[src/hdl/abb_pkg.sv]
package abb_pkg;
  localparam int MAX_JOBS = 8;
  localparam int IDX_W    = 3;
  localparam int CNT_W    = 4;
  localparam int COST_W   = 16;
  localparam int ACC_W    = 20;
  localparam int ADDR_W   = 6;

  typedef struct packed {
    logic             start;
    logic [CNT_W-1:0] n;
  } abb_ctrl_t;

  typedef struct packed {
    logic             busy;
    logic             done;
    logic [ACC_W-1:0] best_cost;
  } abb_stat_t;
endpackage

[src/hdl/abb_alu.sv]
module abb_alu (
  input  logic [abb_pkg::ACC_W-1:0] a_i,
  input  logic [abb_pkg::ACC_W-1:0] b_i,
  output logic [abb_pkg::ACC_W-1:0] sum_o,
  output logic                      lt_o
);
  import abb_pkg::*;

  assign sum_o = a_i + b_i;
  assign lt_o  = (a_i < b_i);
endmodule

[src/hdl/abb_search.sv]
module abb_search (
  input  logic                       clk_i,
  input  logic                       rst_ni,
  input  abb_pkg::abb_ctrl_t         ctrl_i,
  output abb_pkg::abb_stat_t         stat_o,
  input  logic                       wr_en_i,
  input  logic [abb_pkg::ADDR_W-1:0] wr_addr_i,
  input  logic [abb_pkg::COST_W-1:0] wr_data_i,
  input  logic [abb_pkg::IDX_W-1:0]  idx_i,
  output logic [abb_pkg::IDX_W-1:0]  job_o
);
  import abb_pkg::*;

  typedef enum logic [3:0] {
    S_IDLE, S_ENTER, S_BJ, S_BJ_C, S_P_CHK, S_J_SCAN, S_J_CMP,
    S_PK_INIT, S_PK_SCAN, S_PK_CMP, S_PK_DONE, S_DESC, S_LEAF, S_DONE
  } state_e;

  state_e                  state_q;
  logic [IDX_W-1:0]        lvl_q;
  logic [CNT_W-1:0]        n_q, bj_q, p_q, jj_q, kj_q;
  logic [ACC_W-1:0]        acc_q, mn_q, selb_q, bestc_q;
  logic                    found_q, have_q;
  logic [IDX_W-1:0]        selj_q;
  logic [MAX_JOBS-1:0]     taken_q;
  logic [MAX_JOBS-1:0]     tried_q [MAX_JOBS];
  logic [ACC_W-1:0]        sofar_q [MAX_JOBS];
  logic [IDX_W-1:0]        trial_q [MAX_JOBS];
  logic [IDX_W-1:0]        best_q  [MAX_JOBS];

  logic [COST_W-1:0]       cost_mem [MAX_JOBS*MAX_JOBS];
  logic [ACC_W-1:0]        bnd_mem  [MAX_JOBS*MAX_JOBS];
  logic [COST_W-1:0]       cm_rdata_q;
  logic [ACC_W-1:0]        bd_rdata_q;
  logic [ADDR_W-1:0]       cm_raddr, bd_addr_rd, bd_addr_wr;
  logic                    bd_we;

  logic [ACC_W-1:0]        alu_a, alu_b, alu_sum;
  logic                    alu_lt;
  logic [CNT_W-1:0]        lvl_next;
  logic [ACC_W-1:0]        cm_ext;

  assign lvl_next = {1'b0, lvl_q} + 4'd1;
  assign cm_ext   = {{(ACC_W-COST_W){1'b0}}, cm_rdata_q};

  always_comb begin
    case (state_q)
      S_J_SCAN:  cm_raddr = {p_q[IDX_W-1:0], jj_q[IDX_W-1:0]};
      S_PK_DONE: cm_raddr = {lvl_q, selj_q};
      default:   cm_raddr = {lvl_q, bj_q[IDX_W-1:0]};
    endcase
  end

  assign bd_addr_rd = {lvl_q, kj_q[IDX_W-1:0]};
  assign bd_addr_wr = {lvl_q, bj_q[IDX_W-1:0]};
  assign bd_we      = (state_q == S_P_CHK) && (p_q >= n_q);

  always_ff @(posedge clk_i) begin
    if (wr_en_i) begin
      cost_mem[wr_addr_i] <= wr_data_i;
    end
    cm_rdata_q <= cost_mem[cm_raddr];
  end

  always_ff @(posedge clk_i) begin
    if (bd_we) begin
      bnd_mem[bd_addr_wr] <= acc_q;
    end
    bd_rdata_q <= bnd_mem[bd_addr_rd];
  end

  always_comb begin
    case (state_q)
      S_BJ_C:    begin alu_a = acc_q;         alu_b = cm_ext;  end
      S_J_CMP:   begin alu_a = cm_ext;        alu_b = mn_q;    end
      S_PK_CMP:  begin alu_a = bd_rdata_q;    alu_b = selb_q;  end
      S_PK_DONE: begin alu_a = bestc_q;       alu_b = selb_q;  end
      S_DESC:    begin alu_a = sofar_q[lvl_q]; alu_b = cm_ext; end
      S_LEAF:    begin alu_a = acc_q;         alu_b = bestc_q; end
      default:   begin alu_a = acc_q;         alu_b = mn_q;    end
    endcase
  end

  abb_alu u_alu (
    .a_i   (alu_a),
    .b_i   (alu_b),
    .sum_o (alu_sum),
    .lt_o  (alu_lt)
  );

  always_ff @(posedge clk_i or negedge rst_ni) begin
    if (!rst_ni) begin
      state_q <= S_IDLE;
      lvl_q   <= '0;
      n_q     <= CNT_W'(MAX_JOBS);
      bj_q    <= '0;
      p_q     <= '0;
      jj_q    <= '0;
      kj_q    <= '0;
      acc_q   <= '0;
      mn_q    <= '0;
      selb_q  <= '0;
      bestc_q <= '1;
      found_q <= 1'b0;
      have_q  <= 1'b0;
      selj_q  <= '0;
      taken_q <= '0;
      for (int i = 0; i < MAX_JOBS; i++) begin
        tried_q[i] <= '0;
        sofar_q[i] <= '0;
        trial_q[i] <= '0;
        best_q[i]  <= '0;
      end
    end else begin
      case (state_q)
        S_IDLE: begin
          if (ctrl_i.start) begin
            n_q        <= ctrl_i.n;
            lvl_q      <= '0;
            taken_q    <= '0;
            bestc_q    <= '1;
            sofar_q[0] <= '0;
            state_q    <= S_ENTER;
          end
        end
        S_ENTER: begin
          tried_q[lvl_q] <= '0;
          bj_q           <= '0;
          state_q        <= S_BJ;
        end
        S_BJ: begin
          if (bj_q == n_q) begin
            state_q <= S_PK_INIT;
          end else if (taken_q[bj_q[IDX_W-1:0]]) begin
            bj_q <= bj_q + 4'd1;
          end else begin
            acc_q   <= sofar_q[lvl_q];
            state_q <= S_BJ_C;
          end
        end
        S_BJ_C: begin
          acc_q   <= alu_sum;
          p_q     <= lvl_next;
          state_q <= S_P_CHK;
        end
        S_P_CHK: begin
          if (p_q >= n_q) begin
            bj_q    <= bj_q + 4'd1;
            state_q <= S_BJ;
          end else begin
            jj_q    <= '0;
            found_q <= 1'b0;
            mn_q    <= '0;
            state_q <= S_J_SCAN;
          end
        end
        S_J_SCAN: begin
          if (jj_q == n_q) begin
            if (found_q) begin
              acc_q <= alu_sum;
            end
            p_q     <= p_q + 4'd1;
            state_q <= S_P_CHK;
          end else if (taken_q[jj_q[IDX_W-1:0]] || (jj_q == bj_q)) begin
            jj_q <= jj_q + 4'd1;
          end else begin
            state_q <= S_J_CMP;
          end
        end
        S_J_CMP: begin
          if (!found_q || alu_lt) begin
            mn_q    <= cm_ext;
            found_q <= 1'b1;
          end
          jj_q    <= jj_q + 4'd1;
          state_q <= S_J_SCAN;
        end
        S_PK_INIT: begin
          kj_q    <= '0;
          have_q  <= 1'b0;
          state_q <= S_PK_SCAN;
        end
        S_PK_SCAN: begin
          if (kj_q == n_q) begin
            state_q <= S_PK_DONE;
          end else if (taken_q[kj_q[IDX_W-1:0]] || tried_q[lvl_q][kj_q[IDX_W-1:0]]) begin
            kj_q <= kj_q + 4'd1;
          end else begin
            state_q <= S_PK_CMP;
          end
        end
        S_PK_CMP: begin
          if (!have_q || alu_lt) begin
            selb_q <= bd_rdata_q;
            selj_q <= kj_q[IDX_W-1:0];
            have_q <= 1'b1;
          end
          kj_q    <= kj_q + 4'd1;
          state_q <= S_PK_SCAN;
        end
        S_PK_DONE: begin
          // bounds come in ascending order, so the first pruned one ends the level
          if (!have_q || alu_lt) begin
            if (lvl_q == '0) begin
              state_q <= S_DONE;
            end else begin
              lvl_q                         <= lvl_q - 3'd1;
              taken_q[trial_q[lvl_q - 3'd1]] <= 1'b0;
              state_q                       <= S_PK_INIT;
            end
          end else begin
            tried_q[lvl_q][selj_q] <= 1'b1;
            taken_q[selj_q]        <= 1'b1;
            trial_q[lvl_q]         <= selj_q;
            state_q                <= S_DESC;
          end
        end
        S_DESC: begin
          if (lvl_next == n_q) begin
            acc_q   <= alu_sum;
            state_q <= S_LEAF;
          end else begin
            sofar_q[lvl_next[IDX_W-1:0]] <= alu_sum;
            lvl_q                        <= lvl_next[IDX_W-1:0];
            state_q                      <= S_ENTER;
          end
        end
        S_LEAF: begin
          if (alu_lt) begin
            bestc_q <= acc_q;
            for (int i = 0; i < MAX_JOBS; i++) begin
              best_q[i] <= trial_q[i];
            end
          end
          taken_q[trial_q[lvl_q]] <= 1'b0;
          state_q                 <= S_PK_INIT;
        end
        S_DONE: begin
          state_q <= S_IDLE;
        end
        default: begin
          state_q <= S_IDLE;
        end
      endcase
    end
  end

  assign stat_o.busy      = (state_q != S_IDLE);
  assign stat_o.done      = (state_q == S_DONE);
  assign stat_o.best_cost = bestc_q;
  assign job_o            = best_q[idx_i];
endmodule

[src/hdl/assignment_branch_and_bound.sv]
// Load: one cost word accepted per cycle while in_stall_o is low, n*n words per matrix.
// Solve: depth-first search on one shared add/compare unit; roughly n^3
// cost-memory reads per search node, data dependent.
// Results: n words, one per cycle while not stalled; no input taken meanwhile.
// Reset (async, active low): side 8, load restarts, no result pending.
module assignment_branch_and_bound (
  input  logic                       clk_i,
  input  logic                       rst_ni,
  input  logic                       cfg_wr_en_i,
  input  logic [abb_pkg::CNT_W-1:0]  cfg_wr_data_i,
  input  logic                       in_valid_i,
  output logic                       in_stall_o,
  input  logic [abb_pkg::COST_W-1:0] cost_entry_i,
  output logic                       out_valid_o,
  input  logic                       out_stall_i,
  output logic [2:0]                 person_index_o,
  output logic [2:0]                 assigned_job_o,
  output logic [18:0]                total_cost_o,
  output logic                       last_of_run_o
);
  import abb_pkg::*;

  typedef enum logic [1:0] {T_LOAD, T_SOLVE, T_EMIT} top_e;

  top_e               st_q;
  logic [CNT_W-1:0]   jobs_q, n_eff, n_m1;
  logic [IDX_W-1:0]   row_q, col_q, look_idx, job_w;
  logic               in_acc, last_entry;
  abb_ctrl_t          ctrl;
  abb_stat_t          stat;

  assign n_eff = (jobs_q == '0) ? 4'd1 :
                 (jobs_q > CNT_W'(MAX_JOBS)) ? CNT_W'(MAX_JOBS) : jobs_q;
  assign n_m1  = n_eff - 4'd1;

  assign in_stall_o = (st_q != T_LOAD);
  assign in_acc     = in_valid_i && !in_stall_o;
  assign last_entry = ({1'b0, row_q} == n_m1) && ({1'b0, col_q} == n_m1);

  assign ctrl.start = in_acc && last_entry;
  assign ctrl.n     = n_eff;
  assign look_idx   = (st_q == T_EMIT) ? person_index_o + 3'd1 : '0;

  abb_search u_search (
    .clk_i     (clk_i),
    .rst_ni    (rst_ni),
    .ctrl_i    (ctrl),
    .stat_o    (stat),
    .wr_en_i   (in_acc),
    .wr_addr_i ({row_q, col_q}),
    .wr_data_i (cost_entry_i),
    .idx_i     (look_idx),
    .job_o     (job_w)
  );

  always_ff @(posedge clk_i or negedge rst_ni) begin
    if (!rst_ni) begin
      st_q           <= T_LOAD;
      jobs_q         <= CNT_W'(MAX_JOBS);
      row_q          <= '0;
      col_q          <= '0;
      out_valid_o    <= 1'b0;
      person_index_o <= '0;
      assigned_job_o <= '0;
      total_cost_o   <= '0;
      last_of_run_o  <= 1'b0;
    end else begin
      if (cfg_wr_en_i) begin
        jobs_q <= cfg_wr_data_i;
        row_q  <= '0;
        col_q  <= '0;
      end
      case (st_q)
        T_LOAD: begin
          if (in_acc && !cfg_wr_en_i) begin
            if ({1'b0, col_q} == n_m1) begin
              col_q <= '0;
              row_q <= last_entry ? '0 : row_q + 3'd1;
            end else begin
              col_q <= col_q + 3'd1;
            end
            if (last_entry) begin
              st_q <= T_SOLVE;
            end
          end
        end
        T_SOLVE: begin
          if (stat.done) begin
            out_valid_o    <= 1'b1;
            person_index_o <= '0;
            assigned_job_o <= job_w;
            total_cost_o   <= stat.best_cost[18:0];
            last_of_run_o  <= (n_eff == 4'd1);
            st_q           <= T_EMIT;
          end
        end
        T_EMIT: begin
          if (out_valid_o && !out_stall_i) begin
            if (last_of_run_o) begin
              out_valid_o <= 1'b0;
              st_q        <= T_LOAD;
            end else begin
              person_index_o <= look_idx;
              assigned_job_o <= job_w;
              last_of_run_o  <= (({1'b0, person_index_o} + 4'd2) == n_eff);
            end
          end
        end
        default: begin
          st_q <= T_LOAD;
        end
      endcase
    end
  end
endmodule

[config.mk]
export PLATFORM = sky130hd
export DESIGN_NAME = assignment_branch_and_bound
export DESIGN_NICKNAME = d
export VERILOG_FILES = /design/src/hdl/abb_pkg.sv /design/src/hdl/abb_alu.sv /design/src/hdl/abb_search.sv /design/src/hdl/assignment_branch_and_bound.sv
export SDC_FILE = /design/constraint.sdc
export NUM_CORES = 2
export LEC_CHECK = 0
export ABC_AREA = 1
export CORE_ASPECT_RATIO = 0.6
export CORE_UTILIZATION = 40
export DETAILED_ROUTE_END_ITERATION = 10
export DONT_BUFFER_PORTS = 1
export SKIP_CTS_REPAIR_TIMING = 1
export SLEW_MARGIN = 30
export SYNTH_ARGS = -nofsm -noshare
export SYNTH_HDL_FRONTEND = slang
export SYNTH_SLANG_ARGS = --single-unit
[constraint.sdc]
create_clock -name clk_i -period 3.7 [get_ports clk_i]
set_clock_uncertainty 0.05 [all_clocks]
set_input_delay 0.555 -clock clk_i [delete_from_list [all_inputs] [get_ports clk_i]]
set_output_delay 0.555 -clock clk_i [all_outputs]
set_load 0.02 [all_outputs]
Word-level counts from Yosys, hierarchy flattened
Memory sizes are Yosys's and may differ from the RTL's. A register that Yosys moved wholly into a read port is not among the register bits.
Index checks and enable logic that the tools add are counted.
{ "word_totals": {"ff_bits": 431, "ram_bits": 2304, "in_bits": 25, "wordCells": 356, "memories": 2} }
{ "classes": {"add_sub_neg": 12, "order_cmp": 18, "eq_ne": 54, "mux": 136, "bitwise_logic": 14, "reduce_logical": 64} }
{ "mem_list": {"columns": ["memory", "depth", "word_bits", "read_ports", "rd_ports_with_merged_regs", "write_ports", "line_no", "text"], "rows": [
  ["u_search.bnd_mem", 64, 20, 1, 1, 1, "abb_search.sv:32", "logic [ACC_W-1:0] bnd_mem [MAX_JOBS*MAX_JOBS];"],
  ["u_search.cost_mem", 64, 16, 1, 1, 1, "abb_search.sv:31", "logic [COST_W-1:0] cost_mem [MAX_JOBS*MAX_JOBS];"]
]} }
{ "op_table": {"columns": ["op", "n"], "rows": [
  ["$mux 20", 13],
  ["$bwmux 160", 1],
  ["$mux 160", 1],
  ["$pmux 20 s4", 2],
  ["$pmux 64 s2", 1],
  ["$pmux 20 s2", 3],
  ["$mux 3", 28],
  ["$mux 4", 21],
  ["$and 64x64->64", 1],
  ["$mux 64", 1],
  ["$not 64->64", 1],
  ["$or 64x64->64", 1],
  ["$bmux 20 s3", 1],
  ["$demux 20 s3", 1],
  ["$pmux 20 s3", 1],
  ["$mux 8", 7],
  ["$demux 8 s3", 2],
  ["$pmux 4 s12", 1],
  ["$pmux 4 s3", 3],
  ["$ne 2x2->1 const B", 15],
  ["$bmux 3 s3", 3],
  ["$bmux 8 s3", 1],
  ["$bwmux 24", 1],
  ["$eq 4x4->1", 6],
  ["56 further kinds", 182]
]} }

Longest topological paths before layout
{ "logic_depth": {"word_depth": 14, "depth_mapped": 27, "mapped_depth_nobuf": 25} }

By module
From an unflattened synthesis, not the netlist that was laid out.
{ "hier_totals": {"hier_cells": 10724, "area_unflattened_um2": 118185.8} }
{ "by_module_without_submodules": {"columns": ["module", "instances", "cells_per_inst", "area_each_um2", "seq_area_each_um2"], "rows": [
  ["abb_search", 1, 10224, 114603.7, 79642.6],
  ["assignment_branch_and_bound", 1, 219, 1980.6, 977.2],
  ["abb_alu", 1, 281, 1601.5, 0.0]
]} }

Least setup slack after synthesis
OpenSTA, ideal clock, no wires.
{ "synth_path": {"path_type": "reg2reg", "from": "register u_search.lvl_q[1]", "to": "register u_search.acc_q[16]", "arrival_ns": 3.582, "required_time_ns": 3.526, "setup_slack_ns": -0.056, "path_stages_with_launch": 26, "path_cell_list": "dfrtp_1 -> buf_4 -> inv_2 -> nand2_1 -> nor2_1 -> buf_2 -> nand2_1 -> o21ai_0 -> a221oi_1 -> nand2_1 -> nand2_1 -> nand2_1 -> o21ai_0 -> inv_1 -> ha_1 -> fa_1 -> nand3_1 -> nand3_1 -> a21oi_1 -> o21ai_0 -> nand2_1 -> nand2_1 -> xor2_1 -> nand2_1 -> nand2_1 -> o21ai_1"} }
{ "synth_between": {"elab_chain_cells": 9} }
{ "synth_rtl": {"columns": ["element", "line_no", "text"], "rows": [
  ["from (decl)", "abb_search.sv:20", "logic [IDX_W-1:0] lvl_q;"],
  ["from (signal assigned)", "abb_search.sv:207", "lvl_q <= lvl_q - 3'd1;"],
  ["from (signal assigned)", "abb_search.sv:224", "lvl_q <= lvl_next[IDX_W-1:0];"],
  ["$not 3->4 (not written as such)", "abb_search.sv:78, abb_search.sv:137", null],
  ["$bmux 20 s3", "abb_search.sv:78, abb_search.sv:137", null],
  ["$mux 20 (not written as such) (2 in a row)", "abb_search.sv:78, abb_search.sv:137", null],
  ["$pmux 20 s4", "abb_search.sv:73", "case (state_q)"],
  ["$add 20x20->20", "abb_alu.sv:9", "assign sum_o = a_i + b_i;"],
  ["$mux 20", "abb_search.sv:159", "if (found_q) begin"],
  ["$mux 20", "abb_search.sv:158", "if (jj_q == n_q) begin"],
  ["$pmux 20 s4", "abb_search.sv:115", "case (state_q)"],
  ["to (signal assigned)", "abb_search.sv:137", "acc_q <= sofar_q[lvl_q];"],
  ["to (signal assigned)", "abb_search.sv:142", "acc_q <= alu_sum;"],
  ["to (signal assigned)", "abb_search.sv:160", "acc_q <= alu_sum;"],
  ["to (decl)", "abb_search.sv:22", "logic [ACC_W-1:0] acc_q, mn_q, selb_q, bestc_q;"]
]} }
Several ways; a longest one is shown, not always the timed one. The select of a mux whose other input is x is not followed.
A chain may end at the register's enable or synchronous reset.

Final worst setup path
{ "layout_path": {"from": "register u_search.lvl_q[1]", "to": "register u_search.tried_q[59] (netlist name)"} }
{ "layout_between": {"elab_chain_cells": 9} }
{ "layout_rtl": {"columns": ["element", "line_no", "text"], "rows": [
  ["$not 3->4 (not written as such) (*)", "abb_search.sv:78, abb_search.sv:127, abb_search.sv:212", null],
  ["$bmux 20 s3", "abb_search.sv:78", "S_DESC: begin alu_a = sofar_q[lvl_q]; alu_b = cm_ext; end"],
  ["$mux 20 (not written as such) (2 in a row)", "abb_search.sv:78", null],
  ["$pmux 20 s4", "abb_search.sv:73", null],
  ["$lt 20x20->1", "abb_alu.sv:10", "assign lt_o = (a_i < b_i);"],
  ["$logic_or 1x1->1", "abb_search.sv:203", "if (!have_q || alu_lt) begin"],
  ["$ne 2x2->1 (no line)", null, null],
  ["$reduce_and 2->1 (no line)", null, null],
  ["to (signal, indexed assignment)", "abb_search.sv:109", "tried_q[i] <= '0;"],
  ["to (signal, indexed assignment)", "abb_search.sv:127", "tried_q[lvl_q] <= '0;"],
  ["to (signal, indexed assignment)", "abb_search.sv:212", "tried_q[lvl_q][selj_q] <= 1'b1;"],
  ["to (decl)", "abb_search.sv:26", "logic [MAX_JOBS-1:0] tried_q [MAX_JOBS];"]
]} }
Every way passes the cells marked *; elsewhere a longest branch is shown, timed or not. The select of a mux whose other input is x is not followed.

==> impl_metrics.yaml <==
status:
  status: "finished, violations left"
  violations: "negative setup slack"
cts:
  insertion_delay_ns: 0.93
  cts-root-to-sink-buffers: 4
  tritoncts: "done"
  cts_max_level: 5
  path_clk_slew_ns: 0.07
  cts-buffers-inserted: 278
  cts.sinks: 2767
  cts_root_buf: "clkbuf_16"
global_route:
  grt_pass1_wl_mm: 571
  grt_overflow_total: 0
  grt_pass1_vias: 80073
  antenna_found_initial: 16
  grt_max_degree: 163
  gr-usage-all-layers_pct: 26.1
cells_and_area:
  nFillCells: 25823
  fin_area_um2: 140000
  drive_gt1_share_pct: 16.1
  fin_cells: 15176
  seq_area_um2: 80700
  multi_input_area_um2: 33500
  synthToLayoutAreaGrowth_pct: 19.0
  post-route-util_pct: 48.1
  nets: 11162
drt:
  drt-initial-drc-count: 12382
  ant_nets: 0
  vias: 87393
  wirelength_mm: 402
  drc_errors: 0
  via_per_inst: 5.76
  dr.pass1.iters: 9
  wire_per_inst_um: 26.5
synth:
  synth.net_count: 10689
  yosys_most_used_dff: "edfxtp_1"
  syn_area_per_cell_um2: 11.1
  netlist_area_um2: 118000
  ys_seq_area_share_pct: 68.4
  synth_seq_cells: 2767
  ys_types: 60
  ys_async_sr_fraction_pct: 15.4
  syn_inst: 10607
  yosys_warnings: 0
  synth_edf_count: 2304
timing:
  finalWorstSetupSlack_ns: -0.286
  slew_headroom_pct: 12.7
  max_freq_mhz: 251
  hold_viol: 0
  slew_violations: 0
  finalCritPeriodShare_pct: 108
  setup_viol: 241
  grt_setup_unrepaired: "true"
  finalCriticalPeriod_ns: 3.99
  worst_pin_slew_ns: 1.31
placement:
  numPortBuffers: 0
  gp_congestion: 0.978
  place_inst: 14583
  postPlaceCellArea_um2: 128000
  pre_cts_ws_ns: -0.740
  hpwl_mm: 251
floorplanning:
  dieArea_um2: 297000
  die_x_um: 703
  die_h_um: 422
  coreArea_um2: 291000
  initial_core_util_pct: 40.4
  num_rows: 153
  num_io_pins: 53
critical_path:
  worstSetupPathType: "flip-flop to flip-flop"
  crit_path_start_kind: "flip-flop"
  cp_max_fo: 8
  cp_data_arrival_time_ns: 4.70
  crit_required_ns: 4.41
  end_kind: "flip-flop"
power_and_ir_drop:
  leakagePower_nw: 52.6
  powerDensity_nw_per_um2: 450
  p_total_mw: 63.1
  vdd_drop_max_mv: 0.329
hold_path:
  holdCritPathClass: "primary input to flip-flop"
job:
  max_cap_violations: 0
==> area by class of cell <==
| cell class | count | area share (%) |
|---|---|---|
| clock buffers | 338 | 5.25 |
| multi-input cells | 6409 | 23.9 |
| well taps | 3875 | 3.46 |
| clock inverters | 158 | 1.11 |
| repair buffers | 873 | 6.67 |
| flip-flops and latches | 2767 | 57.5 |
| inverters | 751 | 2.05 |
| diodes | 5 | 0.00892 |
==> cells in the mapped netlist (36+ instances only) <==
master | number | area, um^2
a21oi_1 | 186 | 931
inv_1 | 723 | 2710
nor2_1 | 1028 | 3860
o211ai_1 | 83 | 623
nand3_1 | 1296 | 6490
o221ai_1 | 237 | 2080
o21ai_0 | 1012 | 5060
a22oi_1 | 37 | 278
nand4_1 | 39 | 244
buf_2 | 313 | 1570
dfxtp_1 | 36 | 721
o22ai_1 | 143 | 895
edfxtp_1 | 2304 | 69200
ha_1 | 56 | 701
nor3_1 | 36 | 180
nand2_1 | 1862 | 6990
clkbuf_1 | 315 | 1180
dfrtp_1 | 405 | 10100
nand3b_1 | 195 | 1460
==> metrics by stage <==
step	hold WS (ns)	setup TNS, ns
final	0.0151	-31.59
after detailed placement	0.220	-169.14
after global routing	0.00340	-74.76
after CTS	-0.788	-172.20
after global placement	0.357	-144.96
after floorplan	0.209	0
==> sequential cells by signal, indices dropped and copies added (netlist names), 4 cells and up <==
name                 count
u_search.bnd_mem      1280
u_search.bestc_q        20
u_search.bj_q            4
u_search.p_q             4
total_cost_o            19
u_search.acc_q          20
u_search.bd_rdata_q     20
u_search.cm_rdata_q     16
u_search.tried_q        64
u_search.trial_q        24
u_search.mn_q           16
u_search.kj_q            4
u_search.best_q         24
u_search.cost_mem     1024
u_search.jj_q            4
u_search.selb_q         20
u_search.taken_q         8
jobs_q                   4
u_search.n_q             4
u_search.state_q         4
u_search.sofar_q       160
==> worst paths after layout <==
path,from,end,slack [ns],depth (start not counted)
worst min register to register,u_search.bd_rdata_q[15],u_search.selb_q[15],0.41,2
max in group asynchronous,rst_ni,u_search.sofar_q[4],1.13,5
min in group asynchronous,rst_ni,u_search.taken_q[5],0.11,2
worst max-delay path,u_search.lvl_q[1],u_search.tried_q[59],-0.29,22
worst max register to register,u_search.lvl_q[1],u_search.tried_q[59],-0.29,22
worst min-delay path,cost_entry_i[1],u_search.cost_mem[4][1],0.02,1
==> report_power, final <==
part | internal (mW) | switching [mW] | total (mW)
combinational | 0.194 | 0.709 | 0.903
clock | 16.1 | 12.5 | 28.6
sequential | 33.6 | 0.0439 | 33.7
total | 49.9 | 13.2 | 63.1
==> cells by family (layout without fill, tap and decap cells) <==
group / after synthesis / in the layout / share of synthesized area [%]
AND/OR/NAND/NOR: 4511 / 4513 / 16.6
other: 0 / 5 / 0
multiplexers: 5 / 5 / 0.0478
flip-flops: 2767 / 2767 / 68.4
adder cells (fa/ha/maj): 57 / 57 / 0.612
buffers and inverters: 1433 / 2120 / 4.97
AO/OA/AOI/OAI: 1789 / 1789 / 8.95
XOR/XNOR: 45 / 45 / 0.341
==> worst max-delay path: stages (launching register included) <==
cell and delay [ns]:
dfrtp_2 0.49, buf_6 0.16, nand2_8 0.07, buf_6 0.12
nor2_4 0.07, buf_4 0.14, a221oi_4 0.29, nand2_2 0.13
nand2_2 0.16, a41oi_2 0.15, ha_1 0.34, nand2_2 0.08
nor3_4 0.22, nand2_2 0.09, nor3_2 0.17, nand3_1 0.13
nand3_2 0.15, nand3_2 0.11, buf_12 0.18, nand2_8 0.12
buf_12 0.19, nand2_1 0.08, a21oi_1 0.16
==> placed cells by master, fill, tap and decap left out, types with 41 or more instances in the layout <==
| cell | n |
|---|---|
| o21ai_1 | 85 |
| edfxtp_1 | 2304 |
| nand3_1 | 1283 |
| o221ai_1 | 236 |
| nor2_2 | 85 |
| buf_4 | 629 |
| dfrtp_1 | 377 |
| clkinv_1 | 60 |
| o22ai_1 | 142 |
| a21oi_2 | 78 |
| buf_12 | 149 |
| ha_1 | 49 |
| a21oi_1 | 102 |
| o211ai_1 | 83 |
| nand3b_1 | 195 |
| nand2_2 | 86 |
| nor2_1 | 939 |
| nand2_1 | 1735 |
| inv_1 | 711 |
| clkbuf_16 | 301 |
| clkbuf_1 | 49 |
| clkinv_2 | 41 |
| o21ai_0 | 907 |
| o21ai_2 | 41 |
==> per-layer routing <==
| layer | wire length, um | GRT usage, % |
|---|---|---|
| met5 | 177 | 0 |
| met4 | 7870 | 5.19 |
| met3 | 51300 | 7.17 |
| met2 | 158000 | 33.9 |
| met1 | 185000 | 42.6 |
Note: power is estimated with default switching activity, not from simulation.
